<file path="config.mk">
export PLATFORM = sky130hd
export DESIGN_NAME = sem_queue
export DESIGN_NICKNAME = d
export VERILOG_FILES = /design/src/rtl/sem_pkg.sv /design/src/rtl/sem_queue.sv
export SDC_FILE = /design/constraint.sdc
export NUM_CORES = 1
export LEC_CHECK = 0
export BUFFER_PORTS_ARGS = -buffer_cell sky130_fd_sc_hd__buf_2
export CELL_PAD_IN_SITES_DETAIL_PLACEMENT = 2
export CELL_PAD_IN_SITES_GLOBAL_PLACEMENT = 2
export CORE_MARGIN = 2
export CORE_UTILIZATION = 35
export CTS_BUF_LIST = sky130_fd_sc_hd__clkbuf_2 sky130_fd_sc_hd__clkbuf_4 sky130_fd_sc_hd__clkbuf_8
export CTS_CLUSTER_SIZE = 8
export DETAILED_ROUTE_END_ITERATION = 12
export PLACE_DENSITY_LB_ADDON = 0.08
export SLEW_MARGIN = 20
export SYNTH_ARGS = -nofsm -noshare
export SYNTH_HDL_FRONTEND = slang
export SYNTH_SLANG_ARGS = --single-unit
export TNS_END_PERCENT = 1
</file>
<file path="constraint.sdc">
create_clock -name clk -period 1.8 [get_ports clk]
set_input_delay 0.18 -clock clk [delete_from_list [all_inputs] [get_ports clk]]
set_output_delay 0.18 -clock clk [all_outputs]
set_load 0.005 [all_outputs]
</file>
<file path="src/rtl/sem_pkg.sv">
// Shared types and constants for the Sobel edge magnitude block.
`timescale 1ns / 1ps

package sem_pkg;

  // Frame geometry limits.
  localparam int MAX_WIDTH  = 1024;
  localparam int MAX_HEIGHT = 1024;
  localparam int MIN_DIM    = 3;

  // Field and counter widths.
  localparam int DIM_W   = 11;
  localparam int COL_W   = $clog2(MAX_WIDTH);
  localparam int ROW_W   = $clog2(MAX_HEIGHT);
  localparam int PIX_W   = 8;
  localparam int GRAD_W  = 11;
  localparam int CFG_IDX_W = 1;

  // Configuration register indexes.
  typedef enum logic [CFG_IDX_W-1:0] {
    REG_FRAME_WIDTH  = 1'b0,
    REG_FRAME_HEIGHT = 1'b1
  } cfg_reg_t;

  // One gradient pair handed from the front end to the magnitude unit.
  typedef struct packed {
    logic signed [GRAD_W-1:0] gx;
    logic signed [GRAD_W-1:0] gy;
    logic                     last;
  } grad_t;

endpackage

</file>
<file path="src/rtl/sem_queue.sv">
// Four-entry queue of gradient pairs between the front end and the magnitude unit.
`timescale 1ns / 1ps

module sem_queue (
  input  logic           clk,
  input  logic           rst,
  input  logic           push_valid,
  output logic           push_ready,
  input  sem_pkg::grad_t push_data,
  output logic           pop_valid,
  input  logic           pop_ready,
  output sem_pkg::grad_t pop_data
);

  localparam int DEPTH = 4;
  localparam int PTR_W = $clog2(DEPTH);

  sem_pkg::grad_t      entries [DEPTH];
  logic [PTR_W-1:0]    wr_ptr;
  logic [PTR_W-1:0]    rd_ptr;
  logic [PTR_W:0]      count;
  logic                do_push;
  logic                do_pop;

  assign push_ready = (count != (PTR_W + 1)'(DEPTH));
  assign pop_valid  = (count != '0);
  assign pop_data   = entries[rd_ptr];
  assign do_push    = push_valid && push_ready;
  assign do_pop     = pop_valid && pop_ready;

  // Storage.
  always_ff @(posedge clk) begin
    if (do_push) begin
      entries[wr_ptr] <= push_data;
    end
  end

  // Pointers and fill count.
  always_ff @(posedge clk) begin
    if (rst) begin
      wr_ptr <= '0;
      rd_ptr <= '0;
      count  <= '0;
    end else begin
      if (do_push) begin
        wr_ptr <= wr_ptr + PTR_W'(1);
      end
      if (do_pop) begin
        rd_ptr <= rd_ptr + PTR_W'(1);
      end
      case ({do_push, do_pop})
        2'b10:   count <= count + (PTR_W + 1)'(1);
        2'b01:   count <= count - (PTR_W + 1)'(1);
        default: count <= count;
      endcase
    end
  end

endmodule

</file>
==> out/qor.csv <==
metric,value,unit
yosysUniqueCellTypes,25,
crit_path_max_fanout,4,
area_growth,19.0,%
slew_violations,0,
port_buffers,51,
die_w,109,µm
holdCritStartpoint,push_data[0],
fin_crit_sh,108,%
diodes,0,
placed_cell_area,4340,µm²
p_total,5930,µW
finalCriticalPeriod,1940,ps
ys_seq_elements,101,
min_path_type,input pin to flop,
final.setup_skew,10.5,ps
synth.avg_cell_area,22.3,µm²
status,finished with violations,
whs_endpoint,entries[0][0],
post-place-ws,-212,ps
hold_depth,1,
cts.reportedPaths.clkPinSlew,100,ps
ir_drop,0.489,mV
worstPathArrival,2220,ps
end_kind,flop,
rr_endpoint,count[2],
rsz0062_at_grt,true,
initial_core_util,35.6,%
cts_root_buf,clkbuf_8,
maxCapViolations,0,
numClockSinks,101,
grt_overflow,0,
cts_tree,built,
routabilityCongestion,0.679,
yosys_warnings,0,
stdcell_count,383,
rrSetupSlack,-140,ps
slew_headroom,69.7,%
drc,0,
dieArea,11800,µm²
powerDensity,1300,nW/µm²
num-fill-cells,1036,
setup_viol,1,
grt_util_all_layers,14.3,%
grt_max_degree,24,
vias,1844,
ant_nets,0,
antenna_found_initial,0,
fmax,0.516,GHz
core,10700,µm²
clk_latency,350,ps
design_area,4560,µm²
yosysSeqAreaShare,76.8,%
violations,setup timing,
worst_slack,-137,ps
via_per_inst,4.81,
wl_per_cell,20.4,µm
grt_pass1_vias,2128,
num_io_pins,52,
dp.cells,366,
htree_levels,3,
holdBufCountCts,0,
syn_inst,172,
syn-cell-area,3830,µm²
cts_buffer_depth,2,
finalHoldViolations,0,
drtIter0Drc,57,
p_leak,0.00154,µW
worstSetupPathType,flop to flop,
final_layout_size_suffix_gt1_share,45.7,%
die_y,109,µm
hpwl,5120,µm
cts_made_buffers,9,
routed_wl,7800,µm
cp-start-kind,flop,
r2r-start,count[0],
r2r_cells,9,
drt_pass1_iterations,4,
final_nets,272,
rows,38,
grt_pass1_wl,12000,µm
worst_pin_slew,449,ps
utilization,42.4,%
required,2080,ps
synth_nets,205,
-- state kept, by name, summed over array words and instances (netlist names), named ones only --
register  flops
entries      92
count         3
wr_ptr        2
rd_ptr        2
-- stage by stage --
step                      TNS (ps)  hold WS [ps]
after floorplan                  0           279
after global placement           0           389
after detailed placement      -226           403
after CTS                     -352          16.5
after global routing         -1570          17.0
final                         -137          30.6
-- layer usage --
| layer | global-route usage, % | share of wire (%) | vias to the layer above |
|---|---|---|---|
| li1 | - | - | 821 |
| met1 | 15.7 | 39 | 977 |
| met2 | 26.1 | 55 | 36 |
| met3 | 4.70 | 4.5 | 10 |
| met4 | 4.58 | 1.5 | 0 |
| met5 | 0 | 0 | - |
-- cells by family after synthesis --
logic type | after synthesis | share of synthesized area [%]
DFF | 101 | 76.8
buffers and inverters | 12 | 2.29
muxes | 25 | 14.4
AOI/OAI and AO/OA | 6 | 1.14
adders and majority gates | 6 | 2.16
xor gates and xnor gates | 4 | 0.915
and+or+nand+nor | 18 | 2.29
-- layout by cell type, fill, tap and decap left out, types with 2 or more instances in the layout --
cell,instances
edfxtp_1,92
clkbuf_8,9
xor2_1,3
or3_1,2
nand2b_1,2
dfxtp_2,2
dfxtp_4,2
and2_1,4
nor2_1,8
ha_1,4
buf_12,5
inv_1,5
dfxtp_1,5
buf_4,6
buf_6,2
buf_2,49
mux4_2,23
-- how the worst max path moves through the flow --
stage | start | endpoint | slack (ps) | cells past startpoint
floorplan | count[0] | count[2] | 20 | 9
global placement | count[0] | count[2] | 40 | 9
detailed placement | count[2] | count[2] | -210 | 7
CTS | count[0] | count[2] | -120 | 9
global route | count[0] | count[2] | -240 | 9
finish | count[0] | count[2] | -140 | 9
-- cell type report --
type	instances	area [µm²]	area share (%)
inverter	6	22.5	0.494
clock buffer	10	131	2.88
multi-input combinational	59	805	17.6
sequential	101	2950	64.8
timing repair buffer	62	413	9.06
clock inverter	5	60.1	1.32
tap	140	175	3.84
-- critical path: stages, from the launching register on --
cell,delay (ps)
dfxtp_4,380
nor2_4,130
a21boi_2,70
inv_1,60
ha_2,190
inv_2,50
fa_2,320
xor2_1,170
or3_1,330
a21oi_2,160
-- report_power, final --
part	total [µW]	internal [µW]	leakage, µW	switching (µW)
registers	2960	2840	0.000920	114
clock network	1400	656	0.0000961	745
logic	1570	845	0.000526	721
-- timing repair --
action | in CTS | in global routing
buffers inserted | 2 | 0
gates resized for setup | 8 | 4
pin swaps | 1 | 0
endpoints found under the setup margin | 14 | 25
-- synthesized netlist by cell type --
| master | number | area share, % |
|---|---|---|
| a21boi_2 | 1 | 0.29 |
| a21oi_1 | 2 | 0.26 |
| and2_1 | 4 | 0.65 |
| buf_12 | 2 | 1.0 |
| buf_2 | 2 | 0.26 |
| buf_6 | 1 | 0.29 |
| clkbuf_1 | 1 | 0.098 |
| dfxtp_1 | 9 | 4.7 |
| edfxtp_1 | 92 | 72 |
| fa_1 | 1 | 0.52 |
| ha_1 | 5 | 1.6 |
| inv_1 | 6 | 0.59 |
| mux2_2 | 1 | 0.29 |
| mux2i_1 | 1 | 0.26 |
| mux4_1 | 3 | 2.1 |
| mux4_2 | 20 | 12 |
| nand2_1 | 1 | 0.098 |
| nand2b_1 | 2 | 0.33 |
| nor2_1 | 9 | 0.88 |
| o21ai_0 | 1 | 0.13 |
| o311ai_0 | 1 | 0.23 |
| o31a_1 | 1 | 0.23 |
| or3_1 | 2 | 0.33 |
| xnor2_1 | 1 | 0.23 |
| xor2_1 | 3 | 0.69 |
(Power assumes the default switching activity.)
