**src/rtl/sem_pkg.sv**
```systemverilog
// Shared types and constants for the Sobel edge magnitude block.
`timescale 1ns / 1ps

package sem_pkg;

  // Frame geometry limits.
  localparam int MAX_WIDTH  = 1024;
  localparam int MAX_HEIGHT = 1024;
  localparam int MIN_DIM    = 3;

  // Field and counter widths.
  localparam int DIM_W   = 11;
  localparam int COL_W   = $clog2(MAX_WIDTH);
  localparam int ROW_W   = $clog2(MAX_HEIGHT);
  localparam int PIX_W   = 8;
  localparam int GRAD_W  = 11;
  localparam int CFG_IDX_W = 1;

  // Configuration register indexes.
  typedef enum logic [CFG_IDX_W-1:0] {
    REG_FRAME_WIDTH  = 1'b0,
    REG_FRAME_HEIGHT = 1'b1
  } cfg_reg_t;

  // One gradient pair handed from the front end to the magnitude unit.
  typedef struct packed {
    logic signed [GRAD_W-1:0] gx;
    logic signed [GRAD_W-1:0] gy;
    logic                     last;
  } grad_t;

endpackage

```
**src/rtl/sem_back.sv**
```systemverilog
// Magnitude unit: squares, sum, bit-serial square root and output register.
`timescale 1ns / 1ps

module sem_back (
  input  logic                       clk,
  input  logic                       rst,
  input  logic                       pop_valid,
  output logic                       pop_ready,
  input  sem_pkg::grad_t             pop_data,
  output logic                       out_valid,
  input  logic                       out_ready,
  output logic [sem_pkg::PIX_W-1:0]  magnitude,
  output logic                       last_of_frame
);

  typedef enum logic [1:0] {
    B_IDLE,
    B_SUM,
    B_ROOT,
    B_OUT
  } back_state_t;

  back_state_t state;

  logic [19:0] sq_x;
  logic [19:0] sq_y;
  logic        last_q;
  logic [15:0] rem;
  logic [15:0] root;
  logic [2:0]  step;

  logic signed [sem_pkg::GRAD_W-1:0] neg_x;
  logic signed [sem_pkg::GRAD_W-1:0] neg_y;
  logic [9:0]  abs_x;
  logic [9:0]  abs_y;
  logic [20:0] sum;
  logic [15:0] bit_val;
  logic [16:0] trial;
  logic        take;
  logic        out_free;

  assign pop_ready = (state == B_IDLE);
  assign out_free  = !out_valid || out_ready;

  // Absolute gradients; their magnitudes stay below 1024.
  assign neg_x = -pop_data.gx;
  assign neg_y = -pop_data.gy;
  assign abs_x = pop_data.gx[sem_pkg::GRAD_W-1] ? neg_x[9:0] : pop_data.gx[9:0];
  assign abs_y = pop_data.gy[sem_pkg::GRAD_W-1] ? neg_y[9:0] : pop_data.gy[9:0];

  assign sum = {1'b0, sq_x} + {1'b0, sq_y};

  // One digit of the square root per cycle.
  assign bit_val = 16'(1) << {step, 1'b0};
  assign trial   = {1'b0, root} + {1'b0, bit_val};
  assign take    = ({1'b0, rem} >= trial);

  // Sequencer and output register.
  always_ff @(posedge clk) begin
    if (rst) begin
      state     <= B_IDLE;
      out_valid <= 1'b0;
    end else begin
      // The output register fills from B_OUT and empties on a handshake.
      if (state == B_OUT && out_free) begin
        out_valid <= 1'b1;
      end else if (out_ready) begin
        out_valid <= 1'b0;
      end
      case (state)
        B_IDLE: begin
          if (pop_valid) begin
            sq_x   <= {10'd0, abs_x} * {10'd0, abs_x};
            sq_y   <= {10'd0, abs_y} * {10'd0, abs_y};
            last_q <= pop_data.last;
            state  <= B_SUM;
          end
        end
        B_SUM: begin
          // Sums of 65536 and above saturate the result.
          if (sum[20:16] != '0) begin
            root  <= 16'd255;
            state <= B_OUT;
          end else begin
            rem   <= sum[15:0];
            root  <= '0;
            step  <= 3'd7;
            state <= B_ROOT;
          end
        end
        B_ROOT: begin
          if (take) begin
            rem  <= rem - trial[15:0];
            root <= (root >> 1) + bit_val;
          end else begin
            root <= root >> 1;
          end
          step <= step - 3'd1;
          if (step == 3'd0) begin
            state <= B_OUT;
          end
        end
        B_OUT: begin
          if (out_free) begin
            magnitude     <= root[7:0];
            last_of_frame <= last_q;
            state         <= B_IDLE;
          end
        end
        default: state <= B_IDLE;
      endcase
    end
  end

  // The root iteration always ends after its last digit.
  a_root_ends: assert property (@(posedge clk) disable iff (rst)
    (state == B_ROOT && step == 3'd0) |=> (state == B_OUT))
    else $error("square root did not finish after the last digit");

  // A finished magnitude always fits in eight bits.
  a_root_fits: assert property (@(posedge clk) disable iff (rst)
    (state == B_OUT) |-> (root[15:8] == '0))
    else $error("square root result exceeds eight bits");

  // A result leaves the output register only through a handshake.
  a_out_taken: assert property (@(posedge clk) disable iff (rst)
    $fell(out_valid) |-> $past(out_ready))
    else $error("output beat dropped without being taken");

  // A new result is loaded only into a free output register.
  a_no_overwrite: assert property (@(posedge clk) disable iff (rst)
    (state == B_OUT && out_valid && !out_ready) |=> (state == B_OUT))
    else $error("output register overwritten while stalled");

endmodule

```
**config.mk**
```make
export PLATFORM = sky130hd
export DESIGN_NAME = sem_back
export DESIGN_NICKNAME = d
export VERILOG_FILES = /design/src/rtl/sem_pkg.sv /design/src/rtl/sem_back.sv
export SDC_FILE = /design/constraint.sdc
export NUM_CORES = 1
export LEC_CHECK = 0
export BUFFER_PORTS_ARGS = -buffer_cell sky130_fd_sc_hd__buf_2
export CORE_ASPECT_RATIO = 1.5
export CORE_MARGIN = 2
export CORE_UTILIZATION = 50
export CTS_BUF_LIST = sky130_fd_sc_hd__clkbuf_8
export CTS_CLUSTER_DIAMETER = 30
export CTS_CLUSTER_SIZE = 24
export DETAILED_ROUTE_END_ITERATION = 10
export HOLD_SLACK_MARGIN = 0.12
export PLACE_DENSITY = 0.66
export SYNTH_ARGS = -nofsm -noshare
export SYNTH_HDL_FRONTEND = slang
export SYNTH_SLANG_ARGS = --single-unit
```
**constraint.sdc**
```tcl
create_clock -name clk -period 13.2 [get_ports clk]
set_clock_uncertainty 0.2 [all_clocks]
set_input_delay 1.32 -clock clk [delete_from_list [all_inputs] [get_ports clk]]
set_output_delay 1.32 -clock clk [all_outputs]
set_load 0.05 [all_outputs]
```
==> impl_metrics.json, run 1 <==
{
  "outcome": "completed",
  "nNetsFinal": 1515,
  "finalHoldViolCount": 0,
  "required_ns": 13.11,
  "async_flop_share_pct": 0,
  "fmax_mhz": 127.2,
  "grt_pass1_wl_um": 39010,
  "crit_arrival_ns": 7.77,
  "cts_resized": 0,
  "cts_buffers": 9,
  "gr-total-overflow": 0,
  "grt_max_degree": 40,
  "yosysWarnings": 0,
  "tightestPinTransition_ns": 0.7286,
  "place_hpwl_um": 18810,
  "ys.flop_type": "edfxtp_1",
  "setup_viol": 0,
  "final_common_cell": "inv_1",
  "grt_pass1_vias": 8668,
  "maxCapViolCount": 0,
  "std_cell_rows": 67,
  "cts.hold.buffers_added": 0,
  "period_needed_ns": 7.860,
  "worst-path-max-fanout": 9,
  "wl_per_cell_um": 15.01,
  "ys_seq_area_share_pct": 22.73,
  "r2r_slack_ns": 7.47,
  "slew_headroom_pct": 51.08,
  "fillers": 2003,
  "drt_iter0_drc": 402,
  "synth_area_mm2": 0.01123,
  "drt_wl_total_um": 22740,
  "min_path_cells": 0,
  "endpoint_kind": "register",
  "cp_slowest_stage_delay_ns": 0.53,
  "insertion_delay_ns": 0.38,
  "startpoint_type": "input port",
  "antenna_found_initial": 0,
  "critPathSlowestCell": "fa_1",
  "die_w_um": 126.4,
  "initial_core_util_pct": 50.54,
  "synth_edf_count": 83,
  "syn-num-nets": 1473,
  "clock-sinks": 86,
  "avgSynthCellArea_um2": 9.419,
  "seq_area_mm2": 0.002552,
  "die_area_mm2": 0.02369,
  "slew_violations": 0,
  "portBuffers": 37,
  "setup_tns_ns": 0,
  "num_vias": 8304,
  "die_y_um": 187.5,
  "r2r_cells": 19,
  "grtUsageTotal_pct": 20.06,
  "fin_crit_sh_pct": 59.55,
  "multi_input_area_mm2": 0.007945,
  "yosysUniqueCellTypes": 68,
  "cpMostUsedCell": "inv_1",
  "clk_pin_slew_ns": 0.09,
  "io_pins": 38,
  "syn2layout_area_growth_pct": 6.386,
  "dpl_cell_area_mm2": 0.01175,
  "worstSetupPathType": "in2reg",
  "ys_ff_latch": 86,
  "final_antenna_net_count": 0,
  "viasPerCell": 5.481,
  "h-tree-depth": 3,
  "final_layout_size_suffix_gt1_share_pct": 6.457,
  "cts-root-buf": "clkbuf_8",
  "drc": 0,
  "rsz0062_at_grt": "no",
  "core_mm2": 0.02222,
  "whs_ns": 0.2533,
  "dr.pass1.iters": 4,
  "cts_tree": "yes",
  "gp_congestion": 0.8745,
  "final_cell_mix": "176 x inv_1, 160 x ha_1, 110 x nor2_1",
  "synthCells": 1192,
  "hold_path.class": "reg2reg",
  "postCtsSetupBuffers": 0,
  "clk_path_buf_depth": 2,
  "antenna_cells": 0,
  "stdcell_area_mm2": 0.01194
}
-- flip-flops by register name, summed over array words and instances (netlist names) --
name / count
magnitude: 8
state: 2
sq_x: 19
root: 16
last_q: 1
rem: 16
step: 3
sq_y: 19
last_of_frame: 1
out_valid: 1
-- per-layer routing --
| metal | GRT usage, % | vias to the layer above | share of wire [%] | wire length, µm |
|---|---|---|---|---|
| met5 | 0 | - | 0 | 0 |
| met2 | 39.35 | 107 | 56 | 12810 |
| li1 | - | 4113 | - | - |
| met4 | 8.030 | 0 | 3.7 | 833 |
| met3 | 2.168 | 38 | 1.7 | 397 |
| met1 | 21.36 | 4046 | 38 | 8700 |
-- cells by family (layout without fill, tap and decap cells) --
group / Yosys count / after routing / share of synthesized area (%)
fa+ha+maj: 254 / 254 / 34.59
buf+inv: 191 / 238 / 6.542
flops: 86 / 86 / 22.73
compound gates: 214 / 214 / 12.85
mux: 24 / 24 / 2.218
simple gates: 312 / 312 / 12.40
xor+xnor: 111 / 111 / 8.659
-- worst max-delay path, delay by kind of cell --
kind,cells,cell delay [ns]
buffers and inverters,7,0.94
xor gates and xnor gates,2,0.65
AOI/OAI and AO/OA,5,1.15
adders and majority gates,7,2.96
and+or+nand+nor,6,0.72
-- final timing paths --
kind                startpoint             to
setup / recovery  pop_data[12]       sq_x[18]
hold / removal          last_q  last_of_frame
setup reg to reg       step[1]         rem[3]
hold reg to reg         last_q  last_of_frame
-- metrics by stage --
step | util (%) | instances | setup WS, ns
6_report | 53.77 | 1515 | 5.340
3_5_place_dp | 52.87 | 1499 | 5.004
3_3_place_gp | 52.87 | 1499 | 5.229
4_1_cts | 53.77 | 1515 | 5.401
5_1_grt | 53.77 | 1515 | 4.784
2_1_floorplan | - | 1192 | 5.550
-- cell usage after synthesis (18+ instances only) --
library cell | number | area share, %
a21o_1 | 18 | 1.2
a21oi_1 | 62 | 2.8
edfxtp_1 | 83 | 22
fa_1 | 94 | 17
ha_1 | 160 | 18
inv_1 | 175 | 5.9
mux2i_1 | 20 | 1.8
nand2_1 | 104 | 3.5
nor2_1 | 110 | 3.7
nor3_1 | 18 | 0.80
o21ai_0 | 39 | 1.7
xnor2_1 | 64 | 5.0
xor2_1 | 47 | 3.7
-- area by class of cell --
type                            count  share of cell area (%)
Inverter                          179                   5.625
Timing Repair Buffer               43                   1.928
Clock buffer                        9                   1.037
Sequential cell                    86                   21.37
Clock inverter                      7                  0.6285
Multi-Input combinational cell    915                   66.52
Tap cell                          276                   2.891
Power of run 1 is not shown: default switching activity piles up to over one toggle a cycle in this logic, so the estimate is an artifact.
==> run 2, diff against run 1 <==
==> constraint.sdc (replaced) <==
create_clock -name clk -period 8 [get_ports clk]
set_clock_uncertainty 0.2 [all_clocks]
set_input_delay 0.8 -clock clk [delete_from_list [all_inputs] [get_ports clk]]
set_output_delay 0.8 -clock clk [all_outputs]
set_load 0.05 [all_outputs]
==> impl_metrics.json, run 2 (synthesis results as in run 1) <==
{
  "outcome": "completed",
  "die_w_um": 126.4,
  "viasPerCell": 5.500,
  "io_pins": 38,
  "setup_tns_ns": 0,
  "die_y_um": 187.5,
  "gr-total-overflow": 0,
  "h-tree-depth": 3,
  "syn2layout_area_growth_pct": 6.910,
  "core_mm2": 0.02222,
  "portBuffers": 37,
  "worst-path-max-fanout": 9,
  "finalHoldViolCount": 0,
  "clk_path_buf_depth": 2,
  "slew_headroom_pct": 54.03,
  "cts-root-buf": "clkbuf_8",
  "final_common_cell": "inv_1",
  "clock-sinks": 86,
  "place_ws_ns": 0.4085,
  "r2r_cells": 19,
  "crit_arrival_ns": 7.15,
  "dr.pass1.iters": 5,
  "cts_tree": "yes",
  "cpMostUsedCell": "inv_1",
  "critPathSlowestCell": "fa_1",
  "reg.largest.list": "sq_x: 19 flops, sq_y: 19 flops",
  "cp-startpoint": "pop_data[12]",
  "cp_top_family": "adder cells",
  "grt_pass1_wl_um": 38780,
  "fillers": 2055,
  "crit_buf_inv": 7,
  "nNetsFinal": 1525,
  "postCtsSetupBuffers": 0,
  "slew_violations": 0,
  "crit_end": "sq_x[18]",
  "hold_path.class": "reg2reg",
  "final_antenna_net_count": 0,
  "antenna_found_initial": 0,
  "startpoint_type": "input port",
  "final_layout_size_suffix_gt1_share_pct": 6.966,
  "setup_viol": 0,
  "std_cell_rows": 67,
  "antenna_cells": 0,
  "worstSetupPathType": "in2reg",
  "wl_per_cell_um": 14.91,
  "rr_startpoint": "step[1]",
  "initial_core_util_pct": 50.54,
  "cts.hold.buffers_added": 0,
  "cp_slowest_stage_delay_ns": 0.53,
  "cts_buffers": 9,
  "final_cell_mix": "178 x inv_1, 160 x ha_1, 110 x nor2_1",
  "gp_congestion": 0.8627,
  "rsz0062_at_grt": "no",
  "drt_wl_total_um": 22740,
  "grt_max_degree": 40,
  "maxCapViolCount": 0,
  "grtUsageTotal_pct": 19.98,
  "place_hpwl_um": 19040,
  "cp.depth": 27,
  "fin_ws_ns": 0.7843,
  "clk_pin_slew_ns": 0.08,
  "required_ns": 7.93,
  "fmax_mhz": 138.6,
  "insertion_delay_ns": 0.38,
  "r2r_slack_ns": 2.24,
  "cts_resized": 0,
  "die_area_mm2": 0.02369,
  "num_vias": 8387,
  "drt_iter0_drc": 360,
  "fin_crit_sh_pct": 90.20,
  "tightestPinTransition_ns": 0.6847,
  "grt_pass1_vias": 8726,
  "drc": 0,
  "endpoint_kind": "register",
  "rr_endpoint": "rem[13]",
  "period_needed_ns": 7.216
}
## run 2: changes by cell type in the layout (fill, tap and decap cells not counted)
cell,before,now
inv_1,176,178
clkinv_2,0,1
clkinvlp_4,2,0
clkinv_1,4,5
inv_6,2,0
buf_4,6,16
## run 2: how the worst min path moves through the flow
stage | cells after the start | from | endpoint
final | 0 | last_q | last_of_frame
after floorplan | 0 | last_q | last_of_frame
after global placement | 0 | last_q | last_of_frame
after global routing | 0 | last_q | last_of_frame
after CTS | 0 | last_q | last_of_frame
after detailed placement | 0 | last_q | last_of_frame
## run 2: metal layers
layer	up-vias	share of wire, %	GRT usage [%]
li1	4160	-	-
met1	4070	37	20.60
met2	111	57	39.30
met3	46	1.9	2.168
met4	0	4.1	9.256
met5	-	0	0
## run 2: area by class of cell
class / instances / area, µm² / share of cell area, %
Clock inverter: 7 / 58.81 / 0.4899
Clock buffer: 9 / 123.9 / 1.032
Multi-Input combinational cell: 915 / 7945 / 66.19
Sequential cell: 86 / 2552 / 21.27
Tap cell: 276 / 345.3 / 2.877
Inverter: 179 / 671.9 / 5.598
Timing Repair Buffer: 53 / 305.3 / 2.544
## run 2: through the flow
| step | utilization [%] | hold slack (ns) | instance area, µm² | cells |
|---|---|---|---|---|
| floorplan | - | 0.2003 | 11230 | 1192 |
| global route | 54.03 | 0.2324 | 12000 | 1525 |
| finish | 54.03 | 0.2259 | 12000 | 1525 |
| CTS | 54.03 | 0.2280 | 12000 | 1525 |
| global placement | 53.21 | 0.2074 | 11820 | 1509 |
| detailed placement | 53.21 | 0.2079 | 11820 | 1509 |
Power of run 2 is left out for the same reason.
